### config.mk
export PLATFORM = sky130hd
export DESIGN_NAME = linear_setpoint_ramp_core
export DESIGN_NICKNAME = d
export VERILOG_FILES = /design/src/hdl/lsr_pkg.sv /design/src/hdl/lsr_divider.sv /design/src/hdl/linear_setpoint_ramp_core.sv
export SDC_FILE = /design/constraint.sdc
export NUM_CORES = 2
export LEC_CHECK = 0
export BUFFER_PORTS_ARGS = -buffer_cell sky130_fd_sc_hd__buf_2
export CORE_ASPECT_RATIO = 0.6
export CORE_MARGIN = 3
export CORE_UTILIZATION = 35
export CTS_CLUSTER_DIAMETER = 150
export DETAILED_ROUTE_END_ITERATION = 16
export PLACE_DENSITY = 0.61
export SYNTH_ARGS = -nofsm -noshare
export SYNTH_HDL_FRONTEND = slang
export SYNTH_HIERARCHICAL = 1
export SYNTH_SLANG_ARGS = --single-unit
export TNS_END_PERCENT = 5
### constraint.sdc
create_clock -name clock -period 14.45 [get_ports clock]
set_input_delay 1.445 -clock clock [delete_from_list [all_inputs] [get_ports clock]]
set_output_delay 1.445 -clock clock [all_outputs]
set_load 0.005 [all_outputs]
### src/hdl/lsr_pkg.sv
// Package for the linear set-point ramp: widths, reset values, sequencer states and divider control.
package lsr_pkg;

   localparam int VALUE_WIDTH_DEFAULT = 32;
   localparam int COUNT_WIDTH_DEFAULT = 16;
   localparam int RAMP_TICKS_RESET    = 100;

   typedef enum logic [2:0] {
      ST_IDLE,
      ST_EVAL,
      ST_MUL,
      ST_DIV_START,
      ST_DIV_WAIT,
      ST_ADD,
      ST_OUT
   } seq_state_type;

   typedef struct packed {
      logic start;
   } div_ctrl_type;

   typedef struct packed {
      logic busy;
      logic done;
   } div_stat_type;

endpackage

### src/hdl/lsr_divider.sv
// Restoring unsigned divider for the ramp: one quotient bit per cycle through one subtractor.
module lsr_divider #(
   parameter int QUO_WIDTH = 33,
   parameter int DIV_WIDTH = 16
) (
   input  logic                           clock,
   input  logic                           reset,
   input  lsr_pkg::div_ctrl_type          ctrl,
   output lsr_pkg::div_stat_type          stat,
   input  logic [QUO_WIDTH+DIV_WIDTH-1:0] dividend,
   input  logic [DIV_WIDTH-1:0]           divisor,
   output logic [QUO_WIDTH-1:0]           quotient
);
   import lsr_pkg::*;

   localparam int STEP_WIDTH = $clog2(QUO_WIDTH + 1);

   logic [DIV_WIDTH-1:0]  rem_ff, rem_in;
   logic [QUO_WIDTH-1:0]  quo_ff, quo_in;
   logic [STEP_WIDTH-1:0] step_ff, step_in;
   logic                  busy_ff, busy_in;
   logic                  done_ff, done_in;
   logic [DIV_WIDTH:0]    trial;
   logic                  fits;

   // Shift the next dividend bit into the partial remainder and try the subtract.
   assign trial = {rem_ff, quo_ff[QUO_WIDTH-1]};
   assign fits  = trial >= {1'b0, divisor};

   always_comb begin
      rem_in  = rem_ff;
      quo_in  = quo_ff;
      step_in = step_ff;
      busy_in = busy_ff;
      done_in = 1'b0;
      if (ctrl.start) begin
         // Upper part is already below the divisor since the quotient fits QUO_WIDTH bits.
         rem_in  = dividend[QUO_WIDTH+DIV_WIDTH-1:QUO_WIDTH];
         quo_in  = dividend[QUO_WIDTH-1:0];
         step_in = STEP_WIDTH'(QUO_WIDTH);
         busy_in = 1'b1;
      end else if (busy_ff) begin
         rem_in  = fits ? DIV_WIDTH'(trial - {1'b0, divisor}) : trial[DIV_WIDTH-1:0];
         quo_in  = {quo_ff[QUO_WIDTH-2:0], fits};
         step_in = step_ff - STEP_WIDTH'(1);
         if (step_ff == STEP_WIDTH'(1)) begin
            busy_in = 1'b0;
            done_in = 1'b1;
         end
      end
   end

   always_ff @(posedge clock) begin
      if (reset) begin
         busy_ff <= 1'b0;
         done_ff <= 1'b0;
         step_ff <= '0;
      end else begin
         busy_ff <= busy_in;
         done_ff <= done_in;
         step_ff <= step_in;
      end
   end

   always_ff @(posedge clock) begin
      rem_ff <= rem_in;
      quo_ff <= quo_in;
   end

   assign stat.busy = busy_ff;
   assign stat.done = done_ff;
   assign quotient  = quo_ff;

endmodule

### src/hdl/linear_setpoint_ramp_core.sv
// Top level of the linear set-point ramp generator: tick handling, sequencer and output register.
//
// Each accepted tick carries a signed Q16.16 target. A change of target restarts the ramp from
// the last output; the tick counter advances and saturates at ramp_ticks, and the result is
// start + (target - start) * count / ramp_ticks, truncated toward zero, or the target itself
// with ramp_done raised once the count reaches ramp_ticks. One tick is worked at a time and
// req_stall is high until its result has been transferred. A ramping tick passes through the
// states EVAL, MUL, DIV_START, DIV_WAIT, ADD and OUT: the VALUE_WIDTH + 1 quotient bits are
// formed one per cycle by the restoring divider, after a registered magnitude multiply. A tick
// that holds or finishes the ramp passes from EVAL straight to OUT. A result waits in OUT
// while rsp_stall is high. ramp_ticks is written over the csr_ channel, always ready, and
// must only be written while no tick is in flight.
module linear_setpoint_ramp_core #(
   parameter int VALUE_WIDTH = lsr_pkg::VALUE_WIDTH_DEFAULT,
   parameter int COUNT_WIDTH = lsr_pkg::COUNT_WIDTH_DEFAULT
) (
   input  logic                          clock,
   input  logic                          reset,
   input  logic                          req_valid,
   output logic                          req_stall,
   input  logic signed [VALUE_WIDTH-1:0] req_target_value,
   output logic                          rsp_valid,
   input  logic                          rsp_stall,
   output logic signed [VALUE_WIDTH-1:0] rsp_set_point,
   output logic                          rsp_ramp_done,
   input  logic                          csr_valid,
   output logic                          csr_ready,
   input  logic [COUNT_WIDTH-1:0]        csr_ramp_ticks
);
   import lsr_pkg::*;

   // Difference of two values needs one extra bit; the product adds the count width.
   localparam int DIFF_WIDTH = VALUE_WIDTH + 1;
   localparam int PROD_WIDTH = DIFF_WIDTH + COUNT_WIDTH;

   seq_state_type state_ff, state_in;

   // Ramp state.
   logic [COUNT_WIDTH-1:0] ramp_ticks_ff;
   logic [VALUE_WIDTH-1:0] start_ff, start_in;
   logic [VALUE_WIDTH-1:0] held_ff, held_in;
   logic [VALUE_WIDTH-1:0] last_ff, last_in;
   logic [COUNT_WIDTH-1:0] count_ff, count_in;
   logic                   done_ff, done_in;

   // Datapath registers.
   logic [DIFF_WIDTH-1:0]  mag_ff, mag_in;
   logic                   neg_ff, neg_in;
   logic [PROD_WIDTH-1:0]  prod_ff, prod_in;
   logic [VALUE_WIDTH-1:0] result_ff, result_in;

   // Tick-entry values.
   logic                   tgt_changed;
   logic [COUNT_WIDTH-1:0] count_base;
   logic [DIFF_WIDTH-1:0]  diff;
   logic [VALUE_WIDTH-1:0] q_low;
   logic [VALUE_WIDTH-1:0] q_signed;

   div_ctrl_type           div_ctrl;
   div_stat_type           div_stat;
   logic [DIFF_WIDTH-1:0]  div_quotient;

   logic                   req_xfer;
   logic                   rsp_xfer;

   assign req_xfer  = req_valid && (state_ff == ST_IDLE);
   assign rsp_xfer  = (state_ff == ST_OUT) && !rsp_stall;
   assign req_stall = state_ff != ST_IDLE;
   assign rsp_valid = state_ff == ST_OUT;
   assign csr_ready = 1'b1;

   assign tgt_changed = VALUE_WIDTH'(req_target_value) != held_ff;
   assign count_base  = tgt_changed ? '0 : count_ff;

   assign diff = {held_ff[VALUE_WIDTH-1], held_ff} - {start_ff[VALUE_WIDTH-1], start_ff};

   // Quotient magnitude stays below 2**VALUE_WIDTH, so the low bits carry it modulo the width.
   assign q_low    = div_quotient[VALUE_WIDTH-1:0];
   assign q_signed = neg_ff ? (~q_low + VALUE_WIDTH'(1)) : q_low;

   always_comb begin
      state_in       = state_ff;
      start_in       = start_ff;
      held_in        = held_ff;
      last_in        = last_ff;
      count_in       = count_ff;
      done_in        = done_ff;
      mag_in         = mag_ff;
      neg_in         = neg_ff;
      prod_in        = prod_ff;
      result_in      = result_ff;
      div_ctrl.start = 1'b0;
      case (state_ff)
         ST_IDLE: begin
            if (req_xfer) begin
               // Restart the ramp on a new target, then advance the saturating counter.
               if (tgt_changed) begin
                  done_in  = 1'b0;
                  start_in = last_ff;
               end
               held_in  = VALUE_WIDTH'(req_target_value);
               count_in = (count_base < ramp_ticks_ff) ? count_base + COUNT_WIDTH'(1)
                                                       : count_base;
               state_in = ST_EVAL;
            end
         end
         ST_EVAL: begin
            if (count_ff >= ramp_ticks_ff) begin
               // Finish: lock onto the target.
               done_in   = 1'b1;
               start_in  = held_ff;
               last_in   = held_ff;
               result_in = held_ff;
               state_in  = ST_OUT;
            end else if ((start_ff != held_ff) && !done_ff) begin
               neg_in   = diff[DIFF_WIDTH-1];
               mag_in   = diff[DIFF_WIDTH-1] ? (~diff + DIFF_WIDTH'(1)) : diff;
               state_in = ST_MUL;
            end else begin
               // Hold the start value.
               result_in = start_ff;
               state_in  = ST_OUT;
            end
         end
         ST_MUL: begin
            prod_in  = {{COUNT_WIDTH{1'b0}}, mag_ff} * {{DIFF_WIDTH{1'b0}}, count_ff};
            state_in = ST_DIV_START;
         end
         ST_DIV_START: begin
            div_ctrl.start = 1'b1;
            state_in       = ST_DIV_WAIT;
         end
         ST_DIV_WAIT: begin
            if (div_stat.done) begin
               state_in = ST_ADD;
            end
         end
         ST_ADD: begin
            result_in = start_ff + q_signed;
            last_in   = start_ff + q_signed;
            state_in  = ST_OUT;
         end
         ST_OUT: begin
            if (rsp_xfer) begin
               state_in = ST_IDLE;
            end
         end
         default: begin
            state_in = ST_IDLE;
         end
      endcase
   end

   always_ff @(posedge clock) begin
      if (reset) begin
         state_ff      <= ST_IDLE;
         ramp_ticks_ff <= COUNT_WIDTH'(RAMP_TICKS_RESET);
         start_ff      <= '0;
         held_ff       <= '0;
         last_ff       <= '0;
         count_ff      <= '0;
         done_ff       <= 1'b0;
      end else begin
         state_ff <= state_in;
         if (csr_valid && csr_ready) begin
            ramp_ticks_ff <= csr_ramp_ticks;
         end
         start_ff <= start_in;
         held_ff  <= held_in;
         last_ff  <= last_in;
         count_ff <= count_in;
         done_ff  <= done_in;
      end
   end

   always_ff @(posedge clock) begin
      mag_ff    <= mag_in;
      neg_ff    <= neg_in;
      prod_ff   <= prod_in;
      result_ff <= result_in;
   end

   lsr_divider #(
      .QUO_WIDTH (DIFF_WIDTH),
      .DIV_WIDTH (COUNT_WIDTH)
   ) u_divider (
      .clock    (clock),
      .reset    (reset),
      .ctrl     (div_ctrl),
      .stat     (div_stat),
      .dividend (prod_ff),
      .divisor  (ramp_ticks_ff),
      .quotient (div_quotient)
   );

   assign rsp_set_point = result_ff;
   assign rsp_ramp_done = done_ff;

endmodule

[After elaboration in Yosys (flattened, before gate mapping)]
Cells that the tools add are included.
Cells by class
  add/subtract/negate cells: 7
  multipliers: 1
  magnitude comparators: 3
  equality and inequality tests: 15
  muxes and demuxes: 34
  bitwise gates (word level): 4
  reduce and logical (&&, ||, !) cells: 18
Operators with widths (number)
  two-way mux 32 bit: 7
  case mux 32 bit (2 select lines): 3
  two-way mux 16 bit: 5
  two-way mux 33 bit: 2
  inequality test 32 bit: 2
  multiplier 33 x 16 -> 49 bit: 1
  adder 33 x 1 -> 33 bit (second input constant): 1
  inverter 33 bit: 1
  subtractor 32 x 32 -> 33 bit: 1
  adder 32 x 1 -> 32 bit (second input constant): 1
  adder 32 bit: 1
  inverter 32 bit: 1
  case mux 3 bit (7 select lines): 1
  >= comparator 17 x 16 -> 1 bit: 1
  adder 16 x 1 -> 16 bit (second input constant): 1
  >= comparator 16 bit: 1
  less-than comparator 16 bit: 1
  subtractor 16 bit: 1
  two-way mux 3 bit: 5
  two-way mux 6 bit: 2
  equality test 3 bit (second input constant): 3
  two-way mux 1 bit: 8
  equality test 3 x 2 -> 1 bit (second input constant): 2
  equality test 6 x 1 -> 1 bit (second input constant): 1
  other kinds (17): 29
Storage, ports and cells
  bits in registers: 304
  bits of input ports: 53
  word-level logic and storage cells: 100

[Depth between registers and ports, before layout]
  depth after elaboration: 5
  depth in mapped cells: 27
  depth with buffers taken out: 24

[By module]
The synthesis kept the hierarchy.
Modules (own cells, without submodules)
  linear_setpoint_ramp_core: times used 1, cells an instance 3673, area each 32082.0 um^2
  lsr_divider: times used 1, cells an instance 307, area each 3497.1 um^2

[Worst setup path before layout]
No wires, ideal clock.
  kind: register to register
  start point: register count_ff[9]
  end point: register prod_ff[45], data pin
  data arrival time: 6328 ps
  required time: 14191 ps
  path slack: 7863 ps
  cell stages (with the launch flop): 23
  path buffers: 2
  clock period less this slack: 6587 ps
  cells stage by stage: dfxtp_1 > clkbuf_1 > clkbuf_1 > nand2_1 > fa_1 > inv_1 > fa_1 > fa_1 > fa_1 > fa_1 > inv_1 > fa_1 > inv_1 > ha_1 > and3_1 > nand4_1 > a2111oi_0 > o211ai_1 > nand3b_1 > a21oi_1 > o21ai_0 > a41oi_1 > xnor2_1
Between the ends
  cells in the longest elaborated chain, start to end: 1
RTL lines
  start, declared: line linear_setpoint_ramp_core.sv:43  | logic [COUNT_WIDTH-1:0] count_ff, count_in;
  start signal, assigned: line linear_setpoint_ramp_core.sv:171  | count_ff <= count_in;
  multiplier 33 x 16 -> 49 bit: line linear_setpoint_ramp_core.sv:126  | prod_in = {{COUNT_WIDTH{1'b0}}, mag_ff} * {{DIFF_WIDTH{1'b0}}, count_ff};
  end signal, assigned: line linear_setpoint_ramp_core.sv:179  | prod_ff <= prod_in;
  end, declared: line linear_setpoint_ramp_core.sv:49  | logic [PROD_WIDTH-1:0] prod_ff, prod_in;
Every way passes these cells.
A chain may end at the register's enable or synchronous reset.

[Worst setup path after layout]
  start point: register count_ff[3]
  end point: register prod_ff[45], data pin
Same word-level chain as after synthesis.

==> parameters.txt <==
Parameter                              Value

Detailed routing
  Routed wire length per instance ... 20.73 um
  Total routed wire length on the met1 layer ... 53,560 um
  Total via count after detailed routing ... 28,278
  Top Layer Used ... met5
  # DRC ... 0
  DRC violation total after the first TritonRoute iteration ... 2,878
  Sum of met3 wire segment lengths after detailed routing ... 13,810 um
  DRT antenna net count ... 0
  Average via count per standard cell ... 5.357
  Detailed-router iteration count before antenna repair ... 7
  Wire length on met2 ... 40,150 um
  Routed wire length ... 109,400 um

Timing
  Slew at the pin closest to its max-slew limit ... 1.023 ns
  Top achievable clock speed ... 132.9 MHz
  Pins over their slew limit ... 0
  Number of hold violations in the final report ... 0
  Total of endpoints with negative setup slack in the final report ... 0
  Fin Hold WS ... 0.4834 ns
  Crit path time final ... 7.524 ns
  Final critical-path share of the clock period ... 52.07%
  RSZ-0062 raised after global routing ... false
  Clock skew ... 0.02808 ns
  Worst-case setup margin in the final layout ... 6.926 ns
  Slew headroom ... 31.75%
  Final-layout setup total negative slack ... 0 ns

Critical path
  Cell family contributing the most delay on the critical path ... adder cells
  Max Fanout on Critical Path ... 33
  Critical Path Max Stage Delay ... 0.66 ns
  Slowest stage cell on the critical path ... a2111oi_0
  Endpoint of the worst register-to-register path ... prod_ff[45]$_DFFE_PP_
  FF-to-FF setup slack ... 6.93 ns
  Crit path buffers/inverters ... 5
  Startpoint kind of the worst setup timing path ... register
  CP Data Arrival Time ... 7.85 ns
  Cells along the critical path ... buf_4, nand2_1, fa_1, fa_1, fa_1, inv_1, fa_1, fa_1, inv_1, fa_1, inv_1, ha_1, and3_1, nand4_1, a2111oi_0, buf_4, o211ai_1, nand3b_1, a21oi_1, o21ai_0, a41oi_1, xnor2_1
  Required time at the endpoint of the critical path ... 14.78 ns
  Number of cells traversed by the worst register-to-register path ... 22
  Cell with the most instances on the worst path ... fa_1
  Sort of element at the end of the critical path ... register
  Start of the worst register-to-register path ... count_ff[3]$_SDFFE_PP0P_
  Worst setup path class ... register to register

Power and ir drop
  Power Dens Cells ... 80.03 mW/mm2
  Leakage ... 16.44 nW
  Tot Pwr ... 3.060 mW
  Maximum vdd drop ... 0.07455 mV

Global route
  Final global-route overflow total ... 0
  Total Routing Usage GR ... 20.50%
  Global-route wire length before repair ... 166,900 um
  Vias in the first global route ... 27,016
  Number of antenna violations at the first check in global routing ... 5
  Pin count of the biggest net entering global routing ... 72

Synthesis
  Yosys Warn Count ... 6
  Mean cell area of the mapped netlist ... 8.940 um2
  Cells after synthesis ... 3,979
  Number of nets in the synthesized netlist ... 4,703
  Synthesized area ... 0.03557 mm2

Cells and area
  Post-layout net count ... 4,658
  Area growth from synthesis to final layout ... 7.496%
  Count of antenna diodes in the layout ... 0
  Share of post-route cells with drive strength above 1 ... 6.591%
  Final non-filler cell area ... 0.03824 mm2

Clock tree
  Buffer depth of the longest clock path ... 3
  Setup fix buffers added after clock tree synthesis ... 0
  Clock-pin slew on the worst setup and hold paths ... 0.07 ns
  CTS Sinks ... 304
  Source-to-sink clock delay at the later pin of the worst-skew pair ... 0.58 ns
  CTS root buf ... clkbuf_16
  Deepest level of the CTS H-tree ... 2
  Total of hold buffers inserted after clock tree synthesis ... 0
  Inserted Clock Buffers ... 35
  TritonCTS clock tree ... done
  Post-cts repair resize count ... 0

Min path
  Type of the tightest min-delay check ... register to register
  Endpoint of the worst hold-timing path ... last_ff[8]$_SDFFE_PP0P_
  Launch point of the worst hold path ... last_ff[8]$_SDFFE_PP0P_
  Worst hold path stage count ... 2

Floorplanning
  Row count ... 89
  Die outline width ... 417.6 um
  Number of primary I/O pins ... 89
  Area inside the core boundary ... 0.09955 mm2
  Overall die area ... 0.1056 mm2
  DIE HEIGHT ... 252.9 um
  Initial standard-cell utilization of the core ... 35.73%

Placed design
  Final estimated routing congestion in global placement ... 0.9454
  Post-detailed-placement cell area ... 0.03715 mm2
  Port bufs ... 87
  Post-place setup slack ... 7.003 ns
  Detail Placement HPWL ... 84,730 um

Outcome
  Run status ... complete, no violations

Job
  Max-capacitance violation count ... 0
## registers in the layout, summed over array words and instances, names as in the netlist
signal              flops
state_ff                3
start_ff               32
held_ff                32
rsp_set_point          32
u_divider/done_ff       1
rsp_ramp_done           1
last_ff                32
u_divider/busy_ff       1
ramp_ticks_ff          16
mag_ff                 33
u_divider/rem_ff       16
count_ff               16
prod_ff                49
u_divider/quotient     33
neg_ff                  1
u_divider/step_ff       6
## metrics by stage
stage | cells | utilization [%]
3_3_place_gp | 5216 | 37.31
4_1_cts | 5279 | 38.41
5_1_grt | 5279 | 38.41
2_1_floorplan | 3979 | -
3_5_place_dp | 5216 | 37.31
6_report | 5279 | 38.41
## cell type report
cell class                 instances  area (um2)
clock buffer                      44       929.6
clock inverter                    19       162.7
fill                           10016       61320
inverter                         551        2068
multi-input combinational       2919       24990
sequential                       304        7727
tap                             1319        1650
timing repair buffer             123       708.2
## per-layer routing
layer | vias to the layer above | global-route usage [%]
met3 | 98 | 7.426
met2 | 1221 | 26.14
met4 | 4 | 3.661
li1 | 13012 | -
met5 | - | 0
met1 | 13943 | 32.38
## worst min-delay path, stage by stage, from the launching register on
cell	delay, ns
dfxtp_1	0.31
nand2_1	0.05
a311oi_1	0.07
## layout by cell type (no fill, tap or decap), types with 18 or more instances in the layout
master / n
ha_1: 236
a31oi_1: 23
and3_1: 26
o21ai_0: 118
buf_4: 37
nor3_1: 31
edfxtp_1: 164
nand4_1: 29
inv_1: 550
o21bai_1: 18
nor2b_1: 22
nand3_1: 50
fa_1: 435
and2_1: 241
a311oi_1: 27
xor2_1: 66
nand2_1: 540
dfxtp_1: 140
mux2i_1: 59
buf_2: 86
clkbuf_16: 35
a21oi_1: 250
a211oi_1: 49
nor4_1: 21
a21o_1: 64
o21a_1: 30
nor2_1: 199
mux2_2: 35
xnor2_1: 129
## where the power goes
| part | internal [mW] | switching, mW |
|---|---|---|
| registers | 1.01 | 0.187 |
| clock network | 0.481 | 0.405 |
| logic | 0.366 | 0.606 |
| total | 1.86 | 1.20 |
## worst max-delay path by stage
stage               cells after the start                startpoint               endpoint  slack [ns]
global placement                       22  count_ff[3]$_SDFFE_PP0P_  prod_ff[45]$_DFFE_PP_        7.31
detailed placement                     22  count_ff[3]$_SDFFE_PP0P_  prod_ff[45]$_DFFE_PP_        7.00
finish                                 22  count_ff[3]$_SDFFE_PP0P_  prod_ff[45]$_DFFE_PP_        6.93
CTS                                    22  count_ff[3]$_SDFFE_PP0P_  prod_ff[45]$_DFFE_PP_        6.96
floorplan                              22  count_ff[9]$_SDFFE_PP0P_  prod_ff[45]$_DFFE_PP_        7.86
global route                           21  count_ff[3]$_SDFFE_PP0P_  prod_ff[48]$_DFFE_PP_        6.48
No activity file was read; power rests on OpenSTA's default activity.
